==> src/hdl/crus_pkg.sv <==
package crus_pkg;

    localparam int MAX_VERTICES_DEF = 32;
    localparam int RESULT_CAP = 32;
    localparam int COORD_W = 16;
    localparam int SUM_W = 22;
    localparam int DIST2_W = 35;
    localparam int RAD_W = 17;
    localparam int IDX_W = 5;

    localparam logic [2:0] ST_LOAD = 3'd0;
    localparam logic [2:0] ST_DIV = 3'd1;
    localparam logic [2:0] ST_DIST = 3'd2;
    localparam logic [2:0] ST_SCALE = 3'd3;
    localparam logic [2:0] ST_EMIT = 3'd4;

    typedef struct packed {
        logic start;
        logic is_sqrt;
        logic [DIST2_W-1:0] num;
        logic [RAD_W-1:0] den;
    } crus_op_t;

endpackage

==> src/hdl/crus_store.sv <==
module crus_store
    import crus_pkg::*;
#(
    parameter int DEPTH = MAX_VERTICES_DEF,
    parameter int AW = 6
)
(
    input  logic                     clk,
    input  logic                     we,
    input  logic [AW-1:0]            waddr,
    input  logic [3*COORD_W-1:0]     wdata,
    input  logic [AW-1:0]            raddr,
    output logic [3*COORD_W-1:0]     rdata
);

    logic [3*COORD_W-1:0] mem [DEPTH];

    always_ff @(posedge clk)
    begin
        if (we)
        begin
            mem[waddr] <= wdata;
        end
        rdata <= mem[raddr];
    end

endmodule

==> src/hdl/crus_unit.sv <==
// Shared bit-serial unit: restoring divide (one quotient bit a cycle) or
// integer square root (one result bit a cycle).
module crus_unit
    import crus_pkg::*;
(
    input  logic                 clk,
    input  logic                 rst_n,
    input  crus_op_t             op,
    output logic                 busy,
    output logic [DIST2_W-1:0]   result
);

    localparam int CW = 6;

    logic [CW-1:0]        cnt_reg;
    logic                 busy_reg;
    logic                 sqrt_reg;
    logic [DIST2_W-1:0]   q_reg;
    logic [DIST2_W+1:0]   rem_reg;
    logic [DIST2_W+1:0]   v_reg;
    logic [RAD_W-1:0]     den_reg;
    logic [DIST2_W+1:0]   trial;
    logic [DIST2_W+1:0]   rem_sh;
    logic [DIST2_W-1:0]   q_sh;

    always_comb
    begin
        if (sqrt_reg)
        begin
            rem_sh = {rem_reg[DIST2_W-1:0], v_reg[DIST2_W+1 -: 2]};
            q_sh = {q_reg[DIST2_W-2:0], 1'b0};
            trial = {q_reg, 2'b01};
        end
        else
        begin
            rem_sh = {rem_reg[DIST2_W:0], v_reg[DIST2_W+1]};
            q_sh = {q_reg[DIST2_W-2:0], 1'b0};
            trial = {{(DIST2_W+2-RAD_W){1'b0}}, den_reg};
        end
    end

    always_ff @(posedge clk or negedge rst_n)
    begin
        if (!rst_n)
        begin
            busy_reg <= 1'b0;
            cnt_reg <= '0;
        end
        else if (op.start)
        begin
            busy_reg <= 1'b1;
            cnt_reg <= op.is_sqrt ? CW'(18) : CW'(DIST2_W);
        end
        else if (busy_reg)
        begin
            cnt_reg <= cnt_reg - 1'b1;
            if (cnt_reg == CW'(1))
            begin
                busy_reg <= 1'b0;
            end
        end
    end

    always_ff @(posedge clk)
    begin
        if (op.start)
        begin
            sqrt_reg <= op.is_sqrt;
            q_reg <= '0;
            rem_reg <= '0;
            den_reg <= op.den;
            // Square root consumes pairs from a 36-bit left-aligned word.
            v_reg <= op.is_sqrt ? {1'b0, op.num, 1'b0} : {op.num, 2'b00};
        end
        else if (busy_reg)
        begin
            v_reg <= sqrt_reg ? {v_reg[DIST2_W-1:0], 2'b00} : {v_reg[DIST2_W:0], 1'b0};
            if (rem_sh >= trial)
            begin
                rem_reg <= rem_sh - trial;
                q_reg <= q_sh | DIST2_W'(1);
            end
            else
            begin
                rem_reg <= rem_sh;
                q_reg <= q_sh;
            end
        end
    end

    assign busy = busy_reg;
    assign result = q_reg;

endmodule

==> src/hdl/centroid_radius_unit_scaling_core.sv <==
// Centroid and bounding-radius unit scaling core.
// Vertices arrive on the slave stream, one request per vertex, with tlast
// marking the final vertex of a set. Each vertex up to MAX_VERTICES is
// written to an on-chip store and summed as it is accepted, so loading runs
// at one vertex per cycle; later vertices of a set are dropped and flagged.
// On tlast the block stops accepting requests and works on the set: the
// centroid comes from three serial divides by the count, the radius from a
// serial square root per stored vertex, and each result needs three serial
// divides by the radius plus a store read and a bus transfer, all on one
// shared divide/square-root unit. With a zero radius the divides are skipped
// and the scaled offsets are zero. Results leave on the master stream through
// one output register; while the receiver holds tready low the block waits
// with that result on the bus. After the final result (tlast high) the sums
// and flags clear and the next set may be loaded. Reset clears all control
// state; the vertex store holds no reset value and is only read where it was
// written for the current set.
module centroid_radius_unit_scaling_core
    import crus_pkg::*;
#(
    parameter int MAX_VERTICES = MAX_VERTICES_DEF
)
(
    input  logic          clk,
    input  logic          rst_n,
    input  logic          s_tvalid,
    output logic          s_tready,
    input  logic [47:0]   s_tdata,   // pos_x, pos_y, pos_z
    input  logic          s_tlast,   // last_vertex
    output logic          m_tvalid,
    input  logic          m_tready,
    output logic [119:0]  m_tdata,   // vertex_index, scaled_x/y/z, centroid_x/y/z,
                                     // bound_radius, 2 zero bits
    output logic [1:0]    m_tuser,   // radius_zero, dropped_any
    output logic          m_tlast    // last_result
);

    localparam int AW = $clog2(MAX_VERTICES + 1);
    localparam int SAW = (MAX_VERTICES > 1) ? $clog2(MAX_VERTICES) : 1;

    logic [2:0]          state_reg;
    logic [AW-1:0]       count_reg;
    logic                ovf_reg;
    logic signed [SUM_W-1:0] sum_reg [3];
    logic signed [COORD_W-1:0] cen_reg [3];
    logic signed [COORD_W-1:0] scl_reg [3];
    logic [RAD_W-1:0]    maxd_reg;
    logic [AW-1:0]       idx_reg;
    logic [1:0]          axis_reg;
    logic                issued_reg;
    logic                rd_ok_reg;
    logic                rd_clr;
    logic [3*COORD_W-1:0] rdata;
    logic [SAW-1:0]      raddr;
    logic [SAW-1:0]      waddr;
    logic                accept;
    logic                full;
    crus_op_t            op;
    logic                ubusy;
    logic [DIST2_W-1:0]  ures;
    logic [AW-1:0]       n_out;
    logic signed [COORD_W:0] diff [3];
    logic [COORD_W:0]    mag_sel;
    logic [2*COORD_W+1:0] sq [3];
    logic [DIST2_W-1:0]  d2;
    logic [SUM_W-1:0]    smag;
    logic                sneg;

    assign full = (count_reg == AW'(MAX_VERTICES));
    assign s_tready = (state_reg == ST_LOAD);
    assign accept = s_tvalid && s_tready;
    assign raddr = SAW'(idx_reg);
    assign waddr = SAW'(count_reg);
    assign n_out = (int'(count_reg) > RESULT_CAP) ? AW'(RESULT_CAP) : count_reg;

    // The store read is registered, so its output is stale in the cycle after the read address moves.
    assign rd_clr = ((state_reg == ST_DIV) && issued_reg && !ubusy && (axis_reg == 2'd2))
                 || ((state_reg == ST_DIST) && issued_reg && !ubusy)
                 || ((state_reg == ST_EMIT) && m_tready);

    crus_store #(.DEPTH(MAX_VERTICES), .AW(SAW)) u_store (
        .clk(clk), .we(accept && !full), .waddr(waddr), .wdata(s_tdata),
        .raddr(raddr), .rdata(rdata)
    );

    always_comb
    begin
        for (int a = 0; a < 3; a++)
        begin
            diff[a] = $signed({rdata[a*COORD_W+COORD_W-1], rdata[a*COORD_W +: COORD_W]})
                    - $signed({cen_reg[a][COORD_W-1], cen_reg[a]});
            sq[a] = $unsigned(34'(diff[a]) * 34'(diff[a]));
        end
        d2 = DIST2_W'(sq[0]) + DIST2_W'(sq[1]) + DIST2_W'(sq[2]);
        mag_sel = diff[axis_reg][COORD_W] ? $unsigned(-diff[axis_reg])
                                          : $unsigned(diff[axis_reg]);
        sneg = sum_reg[axis_reg][SUM_W-1];
        smag = sneg ? -sum_reg[axis_reg] : sum_reg[axis_reg];
        op = '0;
        if (!ubusy && !issued_reg)
        begin
            case (state_reg)
                ST_DIV:
                begin
                    op.start = 1'b1;
                    op.num = DIST2_W'(smag);
                    op.den = RAD_W'(count_reg);
                end
                ST_DIST:
                begin
                    op.start = rd_ok_reg;
                    op.is_sqrt = 1'b1;
                    op.num = d2;
                end
                ST_SCALE:
                begin
                    op.start = rd_ok_reg && (maxd_reg != '0);
                    op.num = DIST2_W'({mag_sel, 14'b0});
                    op.den = maxd_reg;
                end
                default:
                begin
                    op = '0;
                end
            endcase
        end
    end

    crus_unit u_unit (.clk(clk), .rst_n(rst_n), .op(op), .busy(ubusy), .result(ures));

    always_ff @(posedge clk or negedge rst_n)
    begin
        if (!rst_n)
        begin
            state_reg <= ST_LOAD;
            count_reg <= '0;
            ovf_reg <= 1'b0;
            maxd_reg <= '0;
            idx_reg <= '0;
            axis_reg <= '0;
            issued_reg <= 1'b0;
            rd_ok_reg <= 1'b0;
            m_tvalid <= 1'b0;
            for (int a = 0; a < 3; a++)
            begin
                sum_reg[a] <= '0;
                cen_reg[a] <= '0;
                scl_reg[a] <= '0;
            end
        end
        else
        begin
            rd_ok_reg <= !rd_clr;
            if (op.start)
            begin
                issued_reg <= 1'b1;
            end
            case (state_reg)
                ST_LOAD:
                begin
                    if (accept)
                    begin
                        if (!full)
                        begin
                            count_reg <= count_reg + 1'b1;
                            for (int a = 0; a < 3; a++)
                            begin
                                sum_reg[a] <= sum_reg[a]
                                    + SUM_W'($signed(s_tdata[a*COORD_W +: COORD_W]));
                            end
                        end
                        else
                        begin
                            ovf_reg <= 1'b1;
                        end
                        if (s_tlast)
                        begin
                            state_reg <= ST_DIV;
                            axis_reg <= '0;
                            issued_reg <= 1'b0;
                        end
                    end
                end
                ST_DIV:
                begin
                    if (issued_reg && !ubusy)
                    begin
                        cen_reg[axis_reg] <= sneg ? -COORD_W'(ures) : COORD_W'(ures);
                        issued_reg <= 1'b0;
                        if (axis_reg == 2'd2)
                        begin
                            state_reg <= ST_DIST;
                            idx_reg <= '0;
                            maxd_reg <= '0;
                        end
                        else
                        begin
                            axis_reg <= axis_reg + 1'b1;
                        end
                    end
                end
                ST_DIST:
                begin
                    if (issued_reg && !ubusy)
                    begin
                        issued_reg <= 1'b0;
                        if (RAD_W'(ures) > maxd_reg)
                        begin
                            maxd_reg <= RAD_W'(ures);
                        end
                        if (idx_reg + 1'b1 == count_reg)
                        begin
                            state_reg <= ST_SCALE;
                            idx_reg <= '0;
                            axis_reg <= '0;
                        end
                        else
                        begin
                            idx_reg <= idx_reg + 1'b1;
                        end
                    end
                end
                ST_SCALE:
                begin
                    if (rd_ok_reg && (maxd_reg == '0) && !issued_reg)
                    begin
                        for (int a = 0; a < 3; a++)
                        begin
                            scl_reg[a] <= '0;
                        end
                        state_reg <= ST_EMIT;
                        m_tvalid <= 1'b1;
                    end
                    else if (issued_reg && !ubusy)
                    begin
                        issued_reg <= 1'b0;
                        scl_reg[axis_reg] <= diff[axis_reg][COORD_W]
                            ? -COORD_W'(ures) : COORD_W'(ures);
                        if (axis_reg == 2'd2)
                        begin
                            state_reg <= ST_EMIT;
                            m_tvalid <= 1'b1;
                        end
                        else
                        begin
                            axis_reg <= axis_reg + 1'b1;
                        end
                    end
                end
                ST_EMIT:
                begin
                    if (m_tready)
                    begin
                        m_tvalid <= 1'b0;
                        issued_reg <= 1'b0;
                        axis_reg <= '0;
                        if (idx_reg + 1'b1 == n_out)
                        begin
                            state_reg <= ST_LOAD;
                            count_reg <= '0;
                            ovf_reg <= 1'b0;
                            maxd_reg <= '0;
                            idx_reg <= '0;
                            for (int a = 0; a < 3; a++)
                            begin
                                sum_reg[a] <= '0;
                            end
                        end
                        else
                        begin
                            state_reg <= ST_SCALE;
                            idx_reg <= idx_reg + 1'b1;
                        end
                    end
                end
                default:
                begin
                    state_reg <= ST_LOAD;
                end
            endcase
        end
    end

    assign m_tdata = {2'b00, maxd_reg, cen_reg[2], cen_reg[1], cen_reg[0],
                      scl_reg[2], scl_reg[1], scl_reg[0], IDX_W'(idx_reg)};
    assign m_tuser = {ovf_reg, (maxd_reg == '0)};
    assign m_tlast = (idx_reg + 1'b1 == n_out);

    a_tready_load: assert property (@(posedge clk) disable iff (!rst_n)
        s_tready |-> !m_tvalid) else $error("input open while result pending");
    a_count_cap: assert property (@(posedge clk) disable iff (!rst_n)
        count_reg <= AW'(MAX_VERTICES)) else $error("count beyond capacity");
    a_emit_valid: assert property (@(posedge clk) disable iff (!rst_n)
        m_tvalid |-> (state_reg == ST_EMIT)) else $error("valid outside emit");

endmodule

==> config.mk <==
export PLATFORM = sky130hd
export DESIGN_NAME = centroid_radius_unit_scaling_core
export DESIGN_NICKNAME = d
export VERILOG_FILES = /design/src/hdl/crus_pkg.sv /design/src/hdl/crus_store.sv /design/src/hdl/crus_unit.sv /design/src/hdl/centroid_radius_unit_scaling_core.sv
export SDC_FILE = /design/constraint.sdc
export NUM_CORES = 2
export LEC_CHECK = 0
export BUFFER_PORTS_ARGS = -buffer_cell sky130_fd_sc_hd__buf_2
export CAP_MARGIN = 20
export CORE_ASPECT_RATIO = 1.2
export CORE_MARGIN = 1.5
export CORE_UTILIZATION = 40
export DETAILED_ROUTE_END_ITERATION = 8
export GPL_ROUTABILITY_DRIVEN = 1
export PLACE_DENSITY = 0.62
export SETUP_SLACK_MARGIN = 0.1
export SYNTH_ARGS = -nofsm -noshare
export SYNTH_HDL_FRONTEND = slang
export SYNTH_HIERARCHICAL = 1
export SYNTH_SLANG_ARGS = --single-unit
==> constraint.sdc <==
create_clock -name clk -period 12 [get_ports clk]
set_clock_uncertainty 0.1 [all_clocks]
set_input_delay 0.6 -clock clk [delete_from_list [all_inputs] [get_ports clk]]
set_output_delay 0.6 -clock clk [all_outputs]
set_load 0.1 [all_outputs]
==> impl_metrics.env <==
export IMPL_netlist_area_um2=117100
export IMPL_min_period_ns=11.43
export IMPL_root_buffer="clkbuf_16"
export IMPL_crit_type="reg2reg"
export IMPL_drt_iter0_drc=6477
export IMPL_place_ws_ns=0.2842
export IMPL_io_pins=178
export IMPL_antenna_found_initial=39
export IMPL_drc=0
export IMPL_synthArstFlopShare=0.1080
export IMPL_areaGrowthSynthToFinish_pct=10.18
export IMPL_wl_um=346400
export IMPL_dp_cells=13580
export IMPL_max_slew_margin=0.2306
export IMPL_dr_pass1_iters=8
export IMPL_cts_sinks=1916
export IMPL_reg2reg_from="m_tdata[89]"
export IMPL_cp_common_cell="fa_1"
export IMPL_synth_ff_type="edfxtp_1"
export IMPL_synth_warnings=6
export IMPL_synth_cell_types=111
export IMPL_outcome="completed"
export IMPL_synth_top_family_by_area="adder cells"
export IMPL_critPathCaptureType="flip-flop"
export IMPL_reg2reg_slack_ns=0.57
export IMPL_ctsHtreeMaxLevel=4
export IMPL_cp_required_ns=12.45
export IMPL_worst_path_largest_cell_delay_ns=0.58
export IMPL_initial_core_util=0.4022
export IMPL_r2r_end="u_unit/v_reg[30]"
export IMPL_fill_cells=26410
export IMPL_worstSkewPairLatency_ns=0.89
export IMPL_grt_start_max_net_pins=122
export IMPL_num_vias=76860
export IMPL_portBuffers=175
export IMPL_nets=11310
export IMPL_gp_congestion=0.9727
export IMPL_cts_made_buffers=189
export IMPL_ant_nets=0
export IMPL_hold_viol=0
export IMPL_hpwlAfterDp_um=238800
export IMPL_dieWidth_um=496.9
export IMPL_synth_xor_area_frac=0.02518
export IMPL_synth_edff_count=1590
export IMPL_cap_violations=0
export IMPL_grt_use_total=0.2318
export IMPL_slowest_stage="fa_1"
export IMPL_yosysSeqAreaShare=0.4724
export IMPL_syn_area_per_cell_um2=12.01
export IMPL_grt_remaining_overflow=0
export IMPL_final_cell_mix="edfxtp_1 (1590), inv_1 (1223), mux2i_1 (935)"
export IMPL_cts_path_max_buffers=4
export IMPL_hp_class="in2reg"
export IMPL_dieArea_um2=296000
export IMPL_fmax_mhz=87.45
export IMPL_core_rowCount=217
export IMPL_synth_mux_area_frac=0.08397
export IMPL_synthAdderAreaFrac=0.1949
export IMPL_dieHeight_um=595.6
export IMPL_r2r_cells=45
export IMPL_synth_seq_cells=1916
export IMPL_grt_pass1_wl_um=511500
export IMPL_crit_fanout=8
export IMPL_mostFrequentLayoutCell="edfxtp_1"
export IMPL_post_route_period_util=0.9529
export IMPL_worst_ep_arrival_time_ns=11.88
export IMPL_cts_tree="yes"
export IMPL_instances_no_fill=13930
export IMPL_setup_violations=0
export IMPL_rsz0062_at_grt="no"
export IMPL_drive_gt1_frac=0.08712
export IMPL_fin_setup_tns_ns=0
export IMPL_routed_via_density=5.516
export IMPL_clk_pin_slew_ns=0.07
export IMPL_critPathCapture="u_unit/v_reg[30]"
export IMPL_worst_slack_ns=0.5652
export IMPL_tightest_slew_ns=1.154
export IMPL_synthCells=9751
export IMPL_drv_slew=0
export IMPL_worstSetupStartpointType="flip-flop"
export IMPL_fp_coreArea_um2=291100
export IMPL_largest_register_ffs=1536
export IMPL_grt_pass1_vias=78630
export IMPL_crit_start="m_tdata[89]"
export IMPL_synth_compound_area_frac=0.09028
export IMPL_wl_per_cell_um=24.86
export IMPL_synth_simple_area_share=0.07453
how the worst min path moves through the flow:
| stage | start | end | slack (ns) | depth (start not counted) |
|---|---|---|---|---|
| 6_report | s_tdata[8] | u_store/mem[28][8] | 0.16 | 1 |
| 5_1_grt | s_tdata[25] | u_store/mem[21][25] | 0.15 | 1 |
| 3_3_place_gp | u_unit/result[34] | u_unit/result[34] | 0.38 | 2 |
| 2_1_floorplan | rst_n | axis_reg[0] | 0.20 | 0 |
| 4_1_cts | s_tdata[14] | u_store/mem[22][14] | 0.12 | 1 |
| 3_5_place_dp | u_unit/rem_reg[29] | u_unit/rem_reg[29] | 0.38 | 2 |
area by class of cell:
cell class	instances	area (um2)	share of cell area
flip-flops and latches	1916	55320	0.4288
clock buffers	248	5189	0.04022
well taps	3832	4795	0.03717
diodes	13	32.53	0.0002522
inverters	1249	4698	0.03642
repair buffers	417	2860	0.02217
multi-input cells	6172	55440	0.4298
clock inverters	87	661.9	0.005131
per-stage QoR:
stage | area [um2] | utilization | hold slack [ns]
2_1_floorplan | 117100 | - | 0.2044
5_1_grt | 129000 | 0.4431 | 0.1475
3_3_place_gp | 122800 | 0.4220 | 0.3793
4_1_cts | 128700 | 0.4423 | 0.1191
6_report | 129000 | 0.4432 | 0.1570
3_5_place_dp | 122900 | 0.4221 | 0.3817
routing by layer:
metal	GRT usage	vias to the layer above	part of all wire
li1	-	34410	-
met2	0.3982	2489	0.49
met1	0.2813	39200	0.39
met5	0	-	0.00059
met3	0.03416	731	0.061
met4	0.1230	32	0.062
Yosys cell counts (all sizes together), types with 125 or more instances:
master,number,area (um2)
a21oi,465,2331
a22oi,172,1291
buf,175,1285
clkbuf,240,900.9
dfrtp,207,5180
edfxtp,1590,47750
fa,852,17060
ha,460,5756
inv,1237,4646
mux2i,936,9369
nand2,685,2574
nand3,260,1301
nor2,555,2093
nor3,125,625.6
o21ai,276,1385
xnor2,195,1738
xor2,132,1164
worst max-delay path: cells and delay by family, from the launching register on:
| kind | cells | cell delay, ns |
|---|---|---|
| adder cells (fa/ha/maj) | 10 | 4.64 |
| AO/OA/AOI/OAI | 16 | 3.73 |
| AND/OR/NAND/NOR | 8 | 1.09 |
| buffers and inverters | 8 | 0.56 |
| flip-flops | 1 | 0.39 |
| multiplexers | 2 | 0.36 |
| XOR/XNOR | 1 | 0.22 |
cell families (layout without fill, tap and decap cells):
family,after synthesis,after routing
simple gates,1948,1948
flops,1916,1916
buf+inv,1664,2001
compound gates,1604,1604
fa+ha+maj,1312,1312
mux,977,977
xor+xnor,329,329
other cells,1,15
what timing repair did:
action	in CTS	in global routing
gates resized for setup	0	32
endpoints found under the setup margin	0	9
buffers inserted	0	4
endpoints found under the hold margin	84	0
hold buffers	2	0
Power is left out: the tool's default activity adds up to more than one toggle a clock period on the data nets, which glitch-free logic cannot reach.
